$ cat src/rtl/selective_repeat_receive_window_top_assert.svh
// ----------------------------------------------------------------------------
// Assertion macros for the selective-repeat receive window
// Concurrent checks are active in simulation and compile away for synthesis.
// ----------------------------------------------------------------------------
`ifndef SELECTIVE_REPEAT_RECEIVE_WINDOW_TOP_ASSERT_SVH
`define SELECTIVE_REPEAT_RECEIVE_WINDOW_TOP_ASSERT_SVH

`ifndef SYNTHESIS
// Same-cycle implication.
`define SRRW_ASSERT_IMPLIES(lbl, ante, cons) \
  lbl: assert property (@(posedge clk) disable iff (!rst_n) (ante) |-> (cons)) \
    else $error("srrw: same-cycle check failed");
// Next-cycle implication.
`define SRRW_ASSERT_NEXT(lbl, ante, cons) \
  lbl: assert property (@(posedge clk) disable iff (!rst_n) (ante) |=> (cons)) \
    else $error("srrw: next-cycle check failed");
`else
`define SRRW_ASSERT_IMPLIES(lbl, ante, cons)
`define SRRW_ASSERT_NEXT(lbl, ante, cons)
`endif

`endif

$ cat src/rtl/srrw_pkg.sv
// ----------------------------------------------------------------------------
// srrw_pkg
// Shared types, codes and constants of the selective-repeat receive window.
// ----------------------------------------------------------------------------
`timescale 1ns / 1ps

package srrw_pkg;

  localparam int DEF_WINDOW_SLOTS = 8;

  localparam logic [15:0] SEQ_STEP        = 16'd255;
  localparam logic [3:0]  FIN_REPEATS_RST = 4'd5;

  // input kinds
  localparam logic KIND_PACKET  = 1'b0;
  localparam logic KIND_TIMEOUT = 1'b1;

  // packet flags
  localparam logic [2:0] FLG_DATA   = 3'd0;
  localparam logic [2:0] FLG_RESET  = 3'd1;
  localparam logic [2:0] FLG_FINISH = 3'd2;

  // result actions
  localparam logic [2:0] ACT_STORE   = 3'd0;
  localparam logic [2:0] ACT_DELIVER = 3'd1;
  localparam logic [2:0] ACT_ACK     = 3'd2;
  localparam logic [2:0] ACT_RESET   = 3'd3;
  localparam logic [2:0] ACT_FINISH  = 3'd4;
  localparam logic [2:0] ACT_CLOSED  = 3'd5;

  // configuration register indexes
  localparam logic REG_OWN_CONN    = 1'b0;
  localparam logic REG_FIN_REPEATS = 1'b1;

  typedef struct packed {
    logic        kind;
    logic [31:0] conn_id;
    logic [15:0] seq_number;
    logic [2:0]  flags;
    logic [7:0]  data_length;
  } in_item_t;

  typedef struct packed {
    logic [2:0]  action;
    logic [31:0] peer_conn;
    logic [15:0] ack_number;
    logic [2:0]  slot;
    logic [7:0]  length;
    logic        last;
  } out_item_t;

  // controller -> datapath
  typedef struct packed {
    logic       load;
    logic       search_step;
    logic       store;
    logic       deliver;
    logic       fin_load;
    logic       fin_step;
    logic       set_finished;
    logic       emit;
    logic [2:0] action;
    logic       last;
  } srrw_cmd_t;

  // datapath -> controller
  typedef struct packed {
    logic finished;
    logic timeout;
    logic own_reset;
    logic foreign;
    logic finish_req;
    logic data_req;
    logic seq_match;
    logic search_last;
    logic slot_taken;
    logic head_present;
    logic fin_last;
    logic out_free;
  } srrw_status_t;

endpackage

$ cat src/rtl/srrw_ctrl.sv
// ----------------------------------------------------------------------------
// srrw_ctrl
// Sequencer: decodes the held item and steps through search, store,
// delivery and acknowledgement, or through the finish results, one result per cycle at most.
// ----------------------------------------------------------------------------
`timescale 1ns / 1ps

module srrw_ctrl
  import srrw_pkg::*;
(
  input  logic         clk,
  input  logic         rst_n,
  input  logic         in_valid,
  output logic         in_stall,
  input  srrw_status_t status,
  output srrw_cmd_t    cmd
);

  localparam logic [2:0] S_IDLE    = 3'd0;
  localparam logic [2:0] S_DECODE  = 3'd1;
  localparam logic [2:0] S_SEARCH  = 3'd2;
  localparam logic [2:0] S_STORE   = 3'd3;
  localparam logic [2:0] S_DELIVER = 3'd4;
  localparam logic [2:0] S_ACK     = 3'd5;
  localparam logic [2:0] S_FIN     = 3'd6;

  logic [2:0] state_r;
  logic [2:0] state_nxt;

  assign in_stall = (state_r != S_IDLE);

  always_comb begin
    state_nxt = state_r;
    cmd       = '0;
    unique case (state_r)
      S_IDLE: begin
        if (in_valid) begin
          cmd.load  = 1'b1;
          state_nxt = S_DECODE;
        end
      end
      S_DECODE: begin
        if (status.finished) begin
          state_nxt = S_IDLE;
        end else if (status.timeout) begin
          if (status.out_free) begin
            cmd.emit   = 1'b1;
            cmd.action = ACT_ACK;
            cmd.last   = 1'b1;
            state_nxt  = S_IDLE;
          end
        end else if (status.own_reset) begin
          if (status.out_free) begin
            cmd.emit         = 1'b1;
            cmd.action       = ACT_CLOSED;
            cmd.last         = 1'b1;
            cmd.set_finished = 1'b1;
            state_nxt        = S_IDLE;
          end
        end else if (status.foreign) begin
          if (status.out_free) begin
            cmd.emit   = 1'b1;
            cmd.action = ACT_RESET;
            cmd.last   = 1'b1;
            state_nxt  = S_IDLE;
          end
        end else if (status.finish_req) begin
          cmd.fin_load = 1'b1;
          state_nxt    = S_FIN;
        end else if (status.data_req) begin
          state_nxt = S_SEARCH;
        end else begin
          state_nxt = S_ACK;
        end
      end
      S_SEARCH: begin
        if (status.seq_match) begin
          state_nxt = S_STORE;
        end else if (status.search_last) begin
          state_nxt = S_ACK;
        end else begin
          cmd.search_step = 1'b1;
        end
      end
      S_STORE: begin
        if (status.slot_taken) begin
          state_nxt = S_DELIVER;
        end else if (status.out_free) begin
          cmd.emit   = 1'b1;
          cmd.action = ACT_STORE;
          cmd.store  = 1'b1;
          state_nxt  = S_DELIVER;
        end
      end
      S_DELIVER: begin
        if (!status.head_present) begin
          state_nxt = S_ACK;
        end else if (status.out_free) begin
          cmd.emit    = 1'b1;
          cmd.action  = ACT_DELIVER;
          cmd.deliver = 1'b1;
        end
      end
      S_ACK: begin
        if (status.out_free) begin
          cmd.emit   = 1'b1;
          cmd.action = ACT_ACK;
          cmd.last   = 1'b1;
          state_nxt  = S_IDLE;
        end
      end
      S_FIN: begin
        if (status.out_free) begin
          cmd.emit     = 1'b1;
          cmd.action   = ACT_FINISH;
          cmd.last     = status.fin_last;
          cmd.fin_step = 1'b1;
          if (status.fin_last) begin
            cmd.set_finished = 1'b1;
            state_nxt        = S_IDLE;
          end
        end
      end
      default: begin
        state_nxt = S_IDLE;
      end
    endcase
  end

  always_ff @(posedge clk) begin
    if (!rst_n) begin
      state_r <= S_IDLE;
    end else begin
      state_r <= state_nxt;
    end
  end

endmodule

$ cat src/rtl/srrw_dp.sv
// ----------------------------------------------------------------------------
// srrw_dp
// Window state, configuration registers, sequence search and result register.
// ----------------------------------------------------------------------------
`timescale 1ns / 1ps

module srrw_dp
  import srrw_pkg::*;
#(
  parameter int WINDOW_SLOTS = DEF_WINDOW_SLOTS
) (
  input  logic         clk,
  input  logic         rst_n,
  input  in_item_t     in_data,
  input  logic         cfg_we,
  input  logic         cfg_index,
  input  logic [31:0]  cfg_wdata,
  input  srrw_cmd_t    cmd,
  output srrw_status_t status,
  output logic         out_valid,
  input  logic         out_stall,
  output out_item_t    out_data
);

  localparam int          SW      = $clog2(WINDOW_SLOTS);
  localparam logic [SW:0] W_EXT   = (SW + 1)'(WINDOW_SLOTS);
  localparam logic [SW-1:0] W_LAST = SW'(WINDOW_SLOTS - 1);
  localparam logic [5:0]  FIN_CAP = 6'(WINDOW_SLOTS + 2);

  in_item_t        in_r;
  logic [31:0]     own_conn_r;
  logic [3:0]      fin_rep_r;
  logic [15:0]     pos_r, pos_nxt;
  logic [WINDOW_SLOTS-1:0] present_r;
  logic [7:0]      len_r [WINDOW_SLOTS];
  logic [SW-1:0]   head_r, head_nxt;
  logic            finished_r;
  logic [15:0]     acc_r;
  logic [SW-1:0]   idx_r;
  logic [3:0]      fin_cnt_r, fin_init;
  logic            out_valid_r;
  out_item_t       out_r, out_nxt;

  logic [SW:0]     slot_sum;
  logic [SW-1:0]   store_slot;
  logic [7:0]      head_len;
  logic [SW+2:0]   slot_wide;

  // physical slot of the matched offset, wrapped once
  assign slot_sum   = {1'b0, head_r} + {1'b0, idx_r};
  assign store_slot = (slot_sum >= W_EXT) ? SW'(slot_sum - W_EXT) : slot_sum[SW-1:0];
  assign head_len   = len_r[head_r];
  assign head_nxt   = (head_r == W_LAST) ? '0 : head_r + 1'b1;
  assign pos_nxt    = pos_r + {8'd0, head_len};

  always_comb begin
    if (fin_rep_r == 4'd0) begin
      fin_init = 4'd1;
    end else if ({2'b00, fin_rep_r} > FIN_CAP) begin
      fin_init = FIN_CAP[3:0];
    end else begin
      fin_init = fin_rep_r;
    end
  end

  assign status.finished     = finished_r;
  assign status.timeout      = (in_r.kind == KIND_TIMEOUT);
  assign status.own_reset    = (in_r.flags == FLG_RESET) && (in_r.conn_id == own_conn_r);
  assign status.foreign      = (in_r.conn_id != 32'd0) && (in_r.conn_id != own_conn_r);
  assign status.finish_req   = (in_r.flags == FLG_FINISH);
  assign status.data_req     = (in_r.flags == FLG_DATA);
  assign status.seq_match    = (acc_r == in_r.seq_number);
  assign status.search_last  = (idx_r == W_LAST);
  assign status.slot_taken   = present_r[store_slot];
  assign status.head_present = present_r[head_r];
  assign status.fin_last     = (fin_cnt_r == 4'd1);
  assign status.out_free     = !out_valid_r || !out_stall;

  always_comb begin
    out_nxt        = '0;
    out_nxt.action = cmd.action;
    out_nxt.last   = cmd.last;
    slot_wide      = '0;
    case (cmd.action)
      ACT_STORE: begin
        slot_wide      = {3'b000, store_slot};
        out_nxt.length = in_r.data_length;
      end
      ACT_DELIVER: begin
        slot_wide      = {3'b000, head_r};
        out_nxt.length = head_len;
      end
      ACT_ACK: begin
        out_nxt.peer_conn  = own_conn_r;
        out_nxt.ack_number = pos_r;
      end
      ACT_RESET:  out_nxt.peer_conn = in_r.conn_id;
      ACT_FINISH: out_nxt.peer_conn = own_conn_r;
      default:    out_nxt.peer_conn = '0;
    endcase
    out_nxt.slot = slot_wide[2:0];
  end

  // control state
  always_ff @(posedge clk) begin
    if (!rst_n) begin
      own_conn_r  <= '0;
      fin_rep_r   <= FIN_REPEATS_RST;
      pos_r       <= '0;
      present_r   <= '0;
      head_r      <= '0;
      finished_r  <= 1'b0;
      out_valid_r <= 1'b0;
    end else begin
      if (cfg_we) begin
        if (cfg_index == REG_OWN_CONN) begin
          own_conn_r <= cfg_wdata;
        end else begin
          fin_rep_r <= cfg_wdata[3:0];
        end
      end
      if (cmd.store) begin
        present_r[store_slot] <= 1'b1;
      end
      if (cmd.deliver) begin
        present_r[head_r] <= 1'b0;
        pos_r             <= pos_nxt;
        head_r            <= head_nxt;
      end
      if (cmd.set_finished) begin
        finished_r <= 1'b1;
      end
      if (cmd.emit) begin
        out_valid_r <= 1'b1;
      end else if (!out_stall) begin
        out_valid_r <= 1'b0;
      end
    end
  end

  // payload registers
  always_ff @(posedge clk) begin
    if (cmd.load) begin
      in_r  <= in_data;
      acc_r <= pos_r;
      idx_r <= '0;
    end else if (cmd.search_step) begin
      acc_r <= acc_r + SEQ_STEP;
      idx_r <= idx_r + 1'b1;
    end
    if (cmd.store) begin
      len_r[store_slot] <= in_r.data_length;
    end
    if (cmd.fin_load) begin
      fin_cnt_r <= fin_init;
    end else if (cmd.fin_step) begin
      fin_cnt_r <= fin_cnt_r - 4'd1;
    end
    if (cmd.emit) begin
      out_r <= out_nxt;
    end
  end

  assign out_valid = out_valid_r;
  assign out_data  = out_r;

endmodule

$ cat src/rtl/selective_repeat_receive_window_top.sv
// ----------------------------------------------------------------------------
// selective_repeat_receive_window_top
// Receiver window of a selective-repeat byte transfer: stores packets, delivers
// them in order and answers with acknowledgements, resets and finishes.
// ----------------------------------------------------------------------------
// Usage:
//   Input channel (in_valid / in_stall / in_data): one item is a packet header
//   or a receive timeout. in_stall is high while an item is being worked on;
//   one item is handled at a time.
//   Result channel (out_valid / out_stall / out_data): each item gives zero or
//   more results, the final one flagged by last. A single output register holds
//   a result while out_stall is high; the sequencer waits, and the next item is
//   taken as soon as the last result is in that register.
//   Config port (cfg_we / cfg_index / cfg_wdata): write only while idle.
//   Steps: an item is accepted and decoded; timeout, reset, foreign-id and
//   closed cases end there. A data packet then compares window offsets in
//   turn (up to WINDOW_SLOTS), stores, delivers slots until the head is empty
//   and acks; delivery only follows a match at offset zero. A finish emits
//   its finish packets in turn. Each result stalled by the receiver holds the
//   sequencer for as long as the stall lasts.
//   Reset (synchronous, rst_n low) empties the window, zeroes the position,
//   reopens a closed block and restores the registers to their defaults.
// ----------------------------------------------------------------------------
`timescale 1ns / 1ps

`include "selective_repeat_receive_window_top_assert.svh"

module selective_repeat_receive_window_top
  import srrw_pkg::*;
#(
  parameter int WINDOW_SLOTS = DEF_WINDOW_SLOTS
) (
  input  logic        clk,
  input  logic        rst_n,
  input  logic        in_valid,
  output logic        in_stall,
  input  in_item_t    in_data,
  output logic        out_valid,
  input  logic        out_stall,
  output out_item_t   out_data,
  input  logic        cfg_we,
  input  logic        cfg_index,
  input  logic [31:0] cfg_wdata
);

  srrw_cmd_t    cmd;
  srrw_status_t status;

  // sequencer: decode, search, store, deliver, ack
  srrw_ctrl u_ctrl (
    .clk      (clk),
    .rst_n    (rst_n),
    .in_valid (in_valid),
    .in_stall (in_stall),
    .status   (status),
    .cmd      (cmd)
  );

  // window state, registers and the result register
  srrw_dp #(
    .WINDOW_SLOTS (WINDOW_SLOTS)
  ) u_dp (
    .clk       (clk),
    .rst_n     (rst_n),
    .in_data   (in_data),
    .cfg_we    (cfg_we),
    .cfg_index (cfg_index),
    .cfg_wdata (cfg_wdata),
    .cmd       (cmd),
    .status    (status),
    .out_valid (out_valid),
    .out_stall (out_stall),
    .out_data  (out_data)
  );

  // Never overwrite a result that the receiver still holds off.
  `SRRW_ASSERT_IMPLIES(a_emit_into_free, cmd.emit, !out_valid || !out_stall)
  // An accepted item keeps the input channel closed in the following cycle.
  `SRRW_ASSERT_NEXT(a_one_item_at_a_time, in_valid && !in_stall, in_stall)
  // Once closed, stay closed until reset.
  `SRRW_ASSERT_NEXT(a_finished_sticky, status.finished, status.finished)
  // Store and deliver never fire together.
  `SRRW_ASSERT_IMPLIES(a_store_xor_deliver, cmd.store, !cmd.deliver)

endmodule

$ cat config.mk
export PLATFORM = sky130hd
export DESIGN_NAME = selective_repeat_receive_window_top
export DESIGN_NICKNAME = d
export VERILOG_FILES = /design/src/rtl/srrw_pkg.sv /design/src/rtl/srrw_ctrl.sv /design/src/rtl/srrw_dp.sv /design/src/rtl/selective_repeat_receive_window_top.sv
export VERILOG_INCLUDE_DIRS = /design/src /design/src/rtl
export SDC_FILE = /design/constraint.sdc
export NUM_CORES = 1
export LEC_CHECK = 0
export ABC_AREA = 1
export BUFFER_PORTS_ARGS = -buffer_cell sky130_fd_sc_hd__buf_2
export CAP_MARGIN = 10
export CORE_UTILIZATION = 30
export CTS_BUF_LIST = sky130_fd_sc_hd__clkbuf_8 sky130_fd_sc_hd__clkbuf_16
export DETAILED_ROUTE_END_ITERATION = 7
export GPL_TIMING_DRIVEN = 0
export HOLD_SLACK_MARGIN = 0.02
export PLACE_DENSITY = 0.53
export SKIP_LAST_GASP = 1
export SLEW_MARGIN = 0
export SYNTH_ARGS = -nofsm -noshare
export SYNTH_HDL_FRONTEND = slang
export SYNTH_SLANG_ARGS = --single-unit
$ cat constraint.sdc
create_clock -name clk -period 3.6 [get_ports clk]
set_input_delay 0.72 -clock clk [delete_from_list [all_inputs] [get_ports clk]]
set_output_delay 0.72 -clock clk [all_outputs]
set_load 0.01 [all_outputs]
# After elaboration in Yosys (flattened, before gate mapping)
# Memory sizes are Yosys's and may differ from the RTL's. A register that Yosys moved wholly into a read port is not among the register bits.
# Cells that the tools add are included.
# word_totals
wordCells,163
reg_bits,214
inputBits,98
ramBits,64
memories,1
# classes
add_sub_neg,7
muxes,79
n_eq_ne,25
n_reduce_logical,19
bitwise_logic,4
magnitude_cmp,6
# memory_table
memory,depth,word_bits,rd,rd_ports_with_merged_regs,wr,line_no,text
u_dp.len_r,8,8,1,1,1,srrw_dp.sv:35,logic [7:0] len_r [WINDOW_SLOTS];
# ops
op,n
$pmux W32 S2,1
$mux W3,19
$eq A32 B32 Y1,1
$mux W16,2
$mux W4,8
$ne A32 B32 Y1,1
$reduce_bool A32 Y1,1
$mux W1,28
$mux W5,5
$mux W8,3
$pmux W3 S7,1
$pmux W4 S5,1
$eq A3 B3 Y1 const B,6
$add A16 B8 Y16,1
$add A16 B8 Y16 const B,1
$eq A16 B16 Y1,1
$pmux W8 S2,1
$eq A3 B2 Y1 const B,5
$mux W6,2
$eq A3 B1 Y1 const B,3
$logic_not A3 Y1,3
$and A8 B8 Y8,1
$lt A3 B4 Y1 const B,2
$not A8 Y8,1
other kinds (28),42

# Logic depth before layout (Yosys ltp)
# Gate-level depths: netlist (run 1).
# logic_depth
ltp_word,12
depth_mapped,18
mapped_depth_nobuf,17

# Hierarchy
# Synthesis (run 1) repeated with hierarchy kept, for this count alone.
# hier_totals
cells_unflattened,1350
area_unflattened_um2,12856.1
# by_module_without_submodules
module,area_per_inst_um2,instances,cells_each
srrw_dp,12379.4,1,1255
srrw_ctrl,476.7,1,95

# Least setup slack after synthesis (run 1)
# Ideal clock, no wire load.
# synth_timing
path_kind,register to register
start,register u_dp.head_r[0]
end,register u_dp.out_r (netlist bit u_dp.out_data[0]) (enable)
required_ps,3183
setup_ps,417
slack_ps,98
arrival_ps,3085
period_less_slack_ps,3502
stages_incl_launch_ff,13
path_cell_list,dfxtp_1 -> ha_1 -> fa_1 -> inv_1 -> nand2_1 -> nand2_1 -> nand2_1 -> inv_1 -> nor2_2 -> nand3_2 -> nand2_1 -> nor3_1 -> inv_1
# synth_lines
element,line_no,text
start: declaration,srrw_dp.sv:36,"logic [SW-1:0] head_r, head_nxt;"
start signal: assignment,srrw_dp.sv:128,head_r <= head_nxt;
end signal: assignment,srrw_dp.sv:160,out_r <= out_nxt;
end: declaration,srrw_dp.sv:42,"out_item_t out_r, out_nxt;"

# Worst setup path after layout (run 1)
# layout_timing
start,register u_dp.head_r[0]
end,memory u_dp.len_r[1][5] (enable)
# layout_via
elab_chain_len,9
elab_cells_between_ends,10
cone_classes,2 x add/sub; 1 x order compare; 7 x mux
# layout_lines
element,line_no,text
$add A3 B3 Y4 (*),srrw_dp.sv:50,"assign slot_sum = {1'b0, head_r} + {1'b0, idx_r};"
$ge A4 B4 Y1 or $sub A3 B1 Y3 (tied branches),srrw_dp.sv:51,assign store_slot = (slot_sum >= W_EXT) ? SW'(slot_sum - W_EXT) : slot_sum[SW-1:0];
$mux W3 (*),srrw_dp.sv:51,
$bmux W1 S3,srrw_dp.sv:74,assign status.slot_taken = present_r[store_slot];
$mux W1 (not written as such),srrw_dp.sv:74,
$mux W1,srrw_ctrl.sv:86,if (status.slot_taken) begin
$mux W1,srrw_ctrl.sv:35,unique case (state_r)
$mux W1,srrw_dp.sv:151,if (cmd.store) begin
$mux W1 (not written as such),srrw_dp.sv:152,len_r[store_slot] <= in_r.data_length;
end: declaration,srrw_dp.sv:35,
# Mark *: on every way between the ends. The rest lies on a longest branch, timed or not. The select of a mux whose other input is x is not followed.

==> results by group, run 1 <==
Outcome
  – Status: complete, no violations

Hold path
  – Hold endpoint: u_dp.in_r[3]
  – Hold path depth: 1
  – Hold path start: in_data[3]
  – HP Class: primary input to flip-flop

Worst setup path
  – Reg2reg path depth: 11
  – CP endpoint kind: flip-flop
  – WS Path Type: flip-flop to flip-flop
  – Reg2reg start: u_dp.head_r[0]
  – Critical Path Max Stage Delay: 0.76 ns
  – Worst-path cell chain: ha_1, fa_1, inv_1, nand2_1, nand2_1, nand2_1, inv_1, nor2_2, nand3_2, nor4_2, buf_4
  – Top cell by count, worst path: nand2_1
  – Worst r2r dst: u_dp.len_r[1][5]
  – Startpoint types: flip-flop
  – Endpoint required time on the critical path: 3.87 ns
  – CP max FO: 9
  – CP arrival: 3.73 ns
  – Slowest stage cell, crit path: nor4_2
  – Reg2Reg Setup Slack: 0.14 ns

Clocking
  – Hold buffer count at cts: 0
  – Clock network latency to the later pin of the worst-skew pair: about 0.56 ns
  – Clock sinks: 281
  – CTS buffer count: 34
  – H-Tree Depth: 2
  – CTS tree: done
  – Clock buffer depth: 3
  – Root buf cell: clkbuf_16
  – Clk slew on worst S/H paths: 0.06 ns

Power
  – Switch share: around 25%
  – Pwr per Cell Area: 513.5 mW/mm^2
  – Pint: between 5 and 6 mW
  – Sequential Power Share: 48.5%
  – Comb power frac: under 10%
  – Clock power share: between 40% and 50%
  – Total Power: 7.800 mW
  – Worst ir drop on vdd: 0.2961 mV
  – Sw power: 1.928 mW
  – P_leak: ~6 nW

GRT
  – GRT Total Usage: between 15 and 20%
  – Final global-route overflow total: 0
  – Global-route wire length before repair: 50.83 mm
  – Largest net degree at the start of global routing: 64
  – Vias in the first global route: 9138
  – Antenna violations before repair: 5

Timing
  – Slew Viols, Final: 0
  – Final setup vio count: 0
  – Worst slew margin: 35.71%
  – Period utilization: 96.16%
  – Tmin final: 3.462 ns
  – Fmax: 288.9 MHz
  – Measured slew at the worst slew-check pin: 0.9592 ns
  – RSZ-0062 raised after global routing: yes
  – Clk_skew: 0.02561 ns
  – Final hold violation count: 0

Drt
  – First DRT Iteration DRCs: 493
  – Vias/cell: 4.685
  – ANT nets after route: 0
  – Residual DRC: 0
  – Routed WL: 33.71 mm
  – WL/cell: 16.67 microns
  – Drt pass-1 iters: 7
  – Vias: 9478

Placement
  – PortBufs: 161
  – Dpl hpwl: 24.29 mm
  – Placed insts: 1959
  – GP Congestion: between 0.9 and 1

Floorplan
  – Die width: 205.5 microns
  – IO Pins: 163
  – Core area: 0.04083 sq mm
  – Die ar.: 0.04222 sq mm
  – Starting Density: 30.42%
  – Die Y: roughly 210 microns
  – Row count: 74

Cells and area
  – Layout cell share with drive strength beyond 1: 18.55%
  – Register area: 0.007699 sq mm
  – Fillers: 4082
  – Area grow syn2layout: 22.28%
  – Multi-input gate area: 0.004169 sq mm
  – Final #Nets: 1579
  – Non-filler instance count after layout: 2023

Synthesis
  – Net Count, Synth: 1374
  – Number of synthesized register bits: about 280
  – Post-Syn Instances: 1258
  – Post-synth top flop: edfxtp_1
  – Synth cell types: 51
  – Post-Syn Area: 0.01242 sq mm
  – Synth Area per Inst: around 9.9 sq um
  – Async S/R FF share, synth: 0%
  – Post-synthesis sequential area ratio: 61.97%
  – Number of synthesized flops with an enable pin: a little over 200
  – Warnings from Yosys: 0

Job
  – Number of max-cap violations: 0
-- area by class of cell --
class                           instances  share of cell area (%)
Tap cell                              532                   4.383
Antenna cell                            3                 0.04943
Clock inverter                         24                   1.400
Inverter                              112                   2.817
Buffer                                 41                   1.351
Sequential cell                       281                   50.69
Multi-Input combinational cell        824                   27.45
Clock buffer                           37                   5.948
Timing Repair Buffer                  169                   5.915
-- placed cells by master, fill, tap and decap left out, drive strengths merged, types with 14 or more instances in the layout --
cell / n
ha: 16
nand3: 33
nor2: 189
inv: 119
dfxtp: 74
clkbuf: 63
o22ai: 14
a21oi: 53
edfxtp: 207
nand2: 257
xnor2: 40
nor3: 20
clkinv: 14
o21ai: 138
buf: 184
-- flip-flops by register name, indices dropped and copies added, names as in the netlist, 4 cells and up, named ones only --
register         cells
u_dp.fin_rep_r       4
u_dp.pos_r          16
u_dp.own_conn_r     32
u_dp.out_data       63
u_dp.len_r          64
u_dp.acc_r          16
u_dp.fin_cnt_r       4
u_dp.present_r       8
u_dp.in_r           59
-- worst max-delay path: cells and delay by family, from the launching register on --
| kind | cells | cell delay, ns |
|---|---|---|
| simple gates | 6 | 1.34 |
| fa+ha+maj | 2 | 0.90 |
| buf+inv | 3 | 0.50 |
| flops | 1 | 0.41 |
-- repair_timing --
| item | CTS | global route |
|---|---|---|
| cloned | 0 | 0 |
| resized for setup | 7 | 15 |
| buffers inserted | 0 | 0 |
| setup endpoints to repair | 3 | 74 |
| hold endpoints to repair | 0 | 0 |
| pin swaps | 0 | 0 |
-- synth_stat cells, types with 7 or more instances --
| master | number | share of area [%] |
|---|---|---|
| buf_2 | 8 | 0.32 |
| o21ai_1 | 18 | 0.73 |
| nand2_1 | 250 | 7.6 |
| nand3_1 | 29 | 1.2 |
| edfxtp_1 | 207 | 50 |
| o21ai_0 | 119 | 4.8 |
| xnor2_1 | 40 | 2.8 |
| nor3_1 | 18 | 0.73 |
| xor2_1 | 7 | 0.49 |
| dfxtp_1 | 74 | 12 |
| a21oi_1 | 53 | 2.1 |
| ha_1 | 16 | 1.6 |
| a31oi_1 | 11 | 0.55 |
| nor4_1 | 8 | 0.40 |
| nor2_1 | 186 | 5.6 |
| nand4_1 | 11 | 0.55 |
| inv_1 | 106 | 3.2 |
| clkbuf_1 | 26 | 0.79 |
| o22ai_1 | 14 | 0.71 |
-- power by group through the flow --
stage	Combinational (mW)	Clock (mW)	Sequential, mW
4_1_cts	0.626	3.48	3.78
3_5_place_dp	0.622	0	3.85
5_1_grt	0.690	3.60	3.80
3_3_place_gp	0.606	0	3.86
6_report	0.619	3.40	3.78
2_1_floorplan	0.339	0	3.85
-- through the flow --
| step | utilization (%) | hold slack, ns | setup WS, ns | cell area [sq um] | setup TNS, ns |
|---|---|---|---|---|---|
| 4_1_cts | 37.12 | 0.3051 | 0.05821 | 15160 | 0 |
| 2_1_floorplan | - | 0.4432 | 0.09766 | 12420 | 0 |
| 3_3_place_gp | 34.02 | 0.4665 | -1.949 | 13890 | -196.46 |
| 3_5_place_dp | 34.37 | 0.4810 | -0.2184 | 14030 | -0.6108 |
| 5_1_grt | 37.18 | 0.3172 | -0.08955 | 15180 | -0.4634 |
| 6_report | 37.20 | 0.3357 | 0.1384 | 15190 | 0 |
-- logic make-up after synthesis --
kind of cell    synth area share (%)
fa+ha+maj                      1.934
xor+xnor                       3.314
buf+inv                        4.916
simple gates                   17.78
flops                          61.97
compound gates                 10.08
-- how the worst max path moves through the flow --
stage / start / depth (start not counted) / endpoint
finish: u_dp.head_r[0] / 11 / u_dp.len_r[1][5]
global route: u_dp.head_r[0] / 11 / u_dp.len_r[1][5]
CTS: flip-flop / 17 / u_dp.pos_r[14]
detailed placement: flip-flop / 17 / u_dp.pos_r[14]
global placement: in_valid / 6 / u_dp.acc_r[1]
floorplan: u_dp.head_r[0] / 12 / u_dp.out_data[0]
-- routing by layer --
metal / vias up / global-route usage [%] / share of wire, %
li1: 4695 / - / -
met1: 4399 / 20.31 / 45
met2: 310 / 25.44 / 45
met3: 70 / 4.134 / 7.3
met4: 4 / 6.852 / 3.0
met5: - / 0 / 0.080
Note: power is estimated with default switching activity, not from simulation.
==> run 2: changes to the inputs <==
CELL_PAD_IN_SITES_DETAIL_PLACEMENT = 1   (was unset)
CELL_PAD_IN_SITES_GLOBAL_PLACEMENT = 2   (was unset)
PLACE_DENSITY = 0.74   (was 0.53)
==> run 2 against run 1 <==
  * Utilization about the same
  * Hold slack better by 0.0094 ns
  * Non-clock buffer count down 1
  * Cell count down 0.20%
  * Critical path type unchanged
==> results by group, run 2 (synthesized netlist as in run 1, its figures left out) <==
Cells and area
  – Layout cell share with drive strength beyond 1: 18.76% (was 18.55%)
  – Commonest cells after routing, fill and taps aside: nand2_1, edfxtp_1, nor2_1, buf_2, o21ai_0 (unchanged)
  – Final #Nets: 1578 (was 1579)
  – Most common cell after layout, fill and taps aside: nand2_1 (unchanged)
  – Inserted Diodes: 0 (was 3)
  – Area grow syn2layout: 22.18% (was 22.28%)
  – Fillers: 4716 (was 4082)
  – Finished Cell Area: 0.01518 sq mm (was 0.01519 sq mm)
  – Largest register FFs: 64 (unchanged)
  – Non-filler instance count after layout: 2019 (was 2023)
  – Register with the most flip-flops: u_dp.len_r (unchanged)

Worst setup path
  – WS Path Type: flip-flop to flip-flop (unchanged)
  – Startpoint types: flip-flop (unchanged)
  – Top cell by count, worst path: nand2_1 (unchanged)
  – Worst-path cell chain: ha_1, fa_1, inv_1, nand2_1, nand2_1, nand2_1, inv_1, nor2_2, nand3_2, nor4_2, buf_4 (unchanged)
  – WP buf/inv: 3 (unchanged)
  – Critical Path Max Stage Delay: 0.74 ns (was 0.76 ns)
  – CP arrival: 3.73 ns (about the same)
  – Endpoint required time on the critical path: 3.84 ns (was 3.87 ns)
  – Slowest stage cell, crit path: nor4_2 (unchanged)
  – Family with the most delay on the worst path: simple AND/OR/NAND/NOR gates (unchanged)
  – CP max FO: 9 (unchanged)
  – CP endpoint kind: flip-flop (unchanged)
  – Reg2Reg Setup Slack: 0.11 ns (was 0.14 ns)

GRT
  – Antenna violations before repair: 1 (was 5)
  – Vias in the first global route: 10060 (was 9138)
  – Global-route wire length before repair: 57.26 mm (was 50.83 mm)
  – Largest net degree at the start of global routing: 36 (was 64)
  – Final global-route overflow total: 0 (unchanged)
  – GRT Total Usage: 18.02% (was 15.94%)

Job
  – Number of max-cap violations: 0 (unchanged)

Timing
  – Final setup vio count: 0 (unchanged)
  – Hold WS: 0.3452 ns (was 0.3357 ns)
  – Tmin final: 3.489 ns (was 3.462 ns)
  – Measured slew at the worst slew-check pin: 0.9465 ns (was 0.9592 ns)
  – RSZ-0062 raised after global routing: yes (unchanged)
  – Worst setup margin: 0.1110 ns (was 0.1384 ns)
  – Final hold violation count: 0 (unchanged)
  – Fmax: 286.6 MHz (was 288.9 MHz)
  – Worst slew margin: 36.56% (was 35.71%)
  – Clk_skew: 0.02923 ns (was 0.02561 ns)
  – Slew Viols, Final: 0 (unchanged)
  – Period utilization: 96.92% (was 96.16%)

Clocking
  – Clk slew on worst S/H paths: 0.06 ns (about the same)
  – CTS buffer count: 34 (unchanged)
  – Clock network latency to the later pin of the worst-skew pair: 0.55 ns (was 0.56 ns)
  – H-Tree Depth: 2 (unchanged)
  – Root buf cell: clkbuf_16 (unchanged)
  – Clock sinks: 281 (unchanged)
  – CTS tree: done (unchanged)
  – Clock buffer depth: 3 (unchanged)

Floorplan
  – Starting Density: 30.42% (unchanged)
  – Row count: 74 (unchanged)
  – Die Y: 205.5 microns (unchanged)
  – IO Pins: 163 (unchanged)
  – Die width: 205.5 microns (unchanged)
  – Core area: 0.04083 sq mm (unchanged)
  – Die ar.: 0.04222 sq mm (unchanged)

Placement
  – PortBufs: 161 (unchanged)
  – Place WS: -0.3462 ns (was -0.2184 ns)
  – Placed insts: 1958 (was 1959)
  – Placed cell areas: 0.01404 sq mm (was 0.01403 sq mm)
  – Dpl hpwl: 27.08 mm (was 24.29 mm)
  – GP Congestion: 0.8148 (was 0.9036)

Power
  – Comb power frac: 8.3% (was 7.9%)
  – Pint: 5.852 mW (was 5.872 mW)
  – Sequential Power Share: 48.6% (was 48.5%)
  – Clock power share: 43.1% (was 43.6%)
  – Worst ir drop on vdd: 0.2799 mV (was 0.2961 mV)
  – Pwr per Cell Area: 513.6 mW/mm^2 (was 513.5 mW/mm^2)
  – Switch share: 24.92% (was 24.72%)
  – P_leak: 6.011 nW (was 6.003 nW)
  – Sw power: 1.942 mW (was 1.928 mW)

Outcome
  – Status: complete, no violations (unchanged)

Drt
  – Routed WL: 37.23 mm (was 33.71 mm)
  – First DRT Iteration DRCs: 428 (was 493)
  – Drt pass-1 iters: 4 (was 7)
  – Residual DRC: 0 (unchanged)
  – ANT nets after route: 0 (unchanged)
  – Vias: 9466 (was 9478)
  – Vias/cell: 4.688 (was 4.685)
  – WL/cell: 18.44 microns (was 16.67 microns)

Hold path
  – HP Class: primary input to flip-flop (unchanged)
-- run 2: changes by cell type in the layout (fill, tap and decap cells not counted), sizes merged --
cell,previous run,this run
clkinvlp,1,2
buf,184,183
clkinv,14,11
inv,119,118
clkbuf,63,66
diode,3,0
-- run 2: power groups by stage --
stage	combinational, mW	sequential [mW]	clock, mW
global route	0.725	3.81	3.57
CTS	0.658	3.79	3.46
finish	0.646	3.79	3.36
global placement	0.623	3.87	0
detailed placement	0.654	3.86	0
floorplan	0.339	3.85	0
-- run 2: cell type report --
cell class | instances | area [sq um] | share of cell area, %
plain buffers | 41 | 209.0 | 1.377
clock inverters | 21 | 143.9 | 0.9481
flip-flops and latches | 281 | 7700 | 50.74
inverters | 112 | 436.7 | 2.877
clock buffers | 40 | 944.7 | 6.225
repair buffers | 168 | 903.4 | 5.953
multi-input cells | 824 | 4173 | 27.50
well taps | 532 | 665.6 | 4.386
-- run 2: worst paths after layout --
path | cells past startpoint | to | startpoint
setup / recovery | 11 | u_dp.len_r[0][0] | u_dp.head_r[0]
hold / removal | 1 | u_dp.in_r[49] | in_data[49]
setup reg to reg | 11 | u_dp.len_r[0][0] | u_dp.head_r[0]
hold reg to reg | 2 | u_dp.own_conn_r[28] | u_dp.own_conn_r[28]
-- run 2: routing by layer --
layer  GRT usage, %  part of all wire [%]  vias up
met5              0                 0.035        -
met4          5.079                   2.0        2
met3          3.564                   4.5       52
met2          31.04                    49      219
met1          22.75                    45     4511
li1               -                     -     4682
-- run 2: timing repair --
| action | 4_1_cts | 5_1_grt |
|---|---|---|
| setup buffers | 0 | 0 |
| pin swaps | 0 | 0 |
| hold buffers | 0 | 0 |
| setup endpoints to repair | 5 | 33 |
| gates resized for setup | 12 | 14 |
-- run 2: metrics by stage --
| step | power (mW) | TNS, ns | util (%) |
|---|---|---|---|
| floorplan | 4.186 | 0 | - |
| global placement | 4.493 | -234.68 | 34.02 |
| detailed placement | 4.512 | -1.061 | 34.38 |
| CTS | 7.912 | 0 | 37.10 |
| global route | 8.102 | -0.3016 | 37.17 |
| finish | 7.794 | 0 | 37.17 |
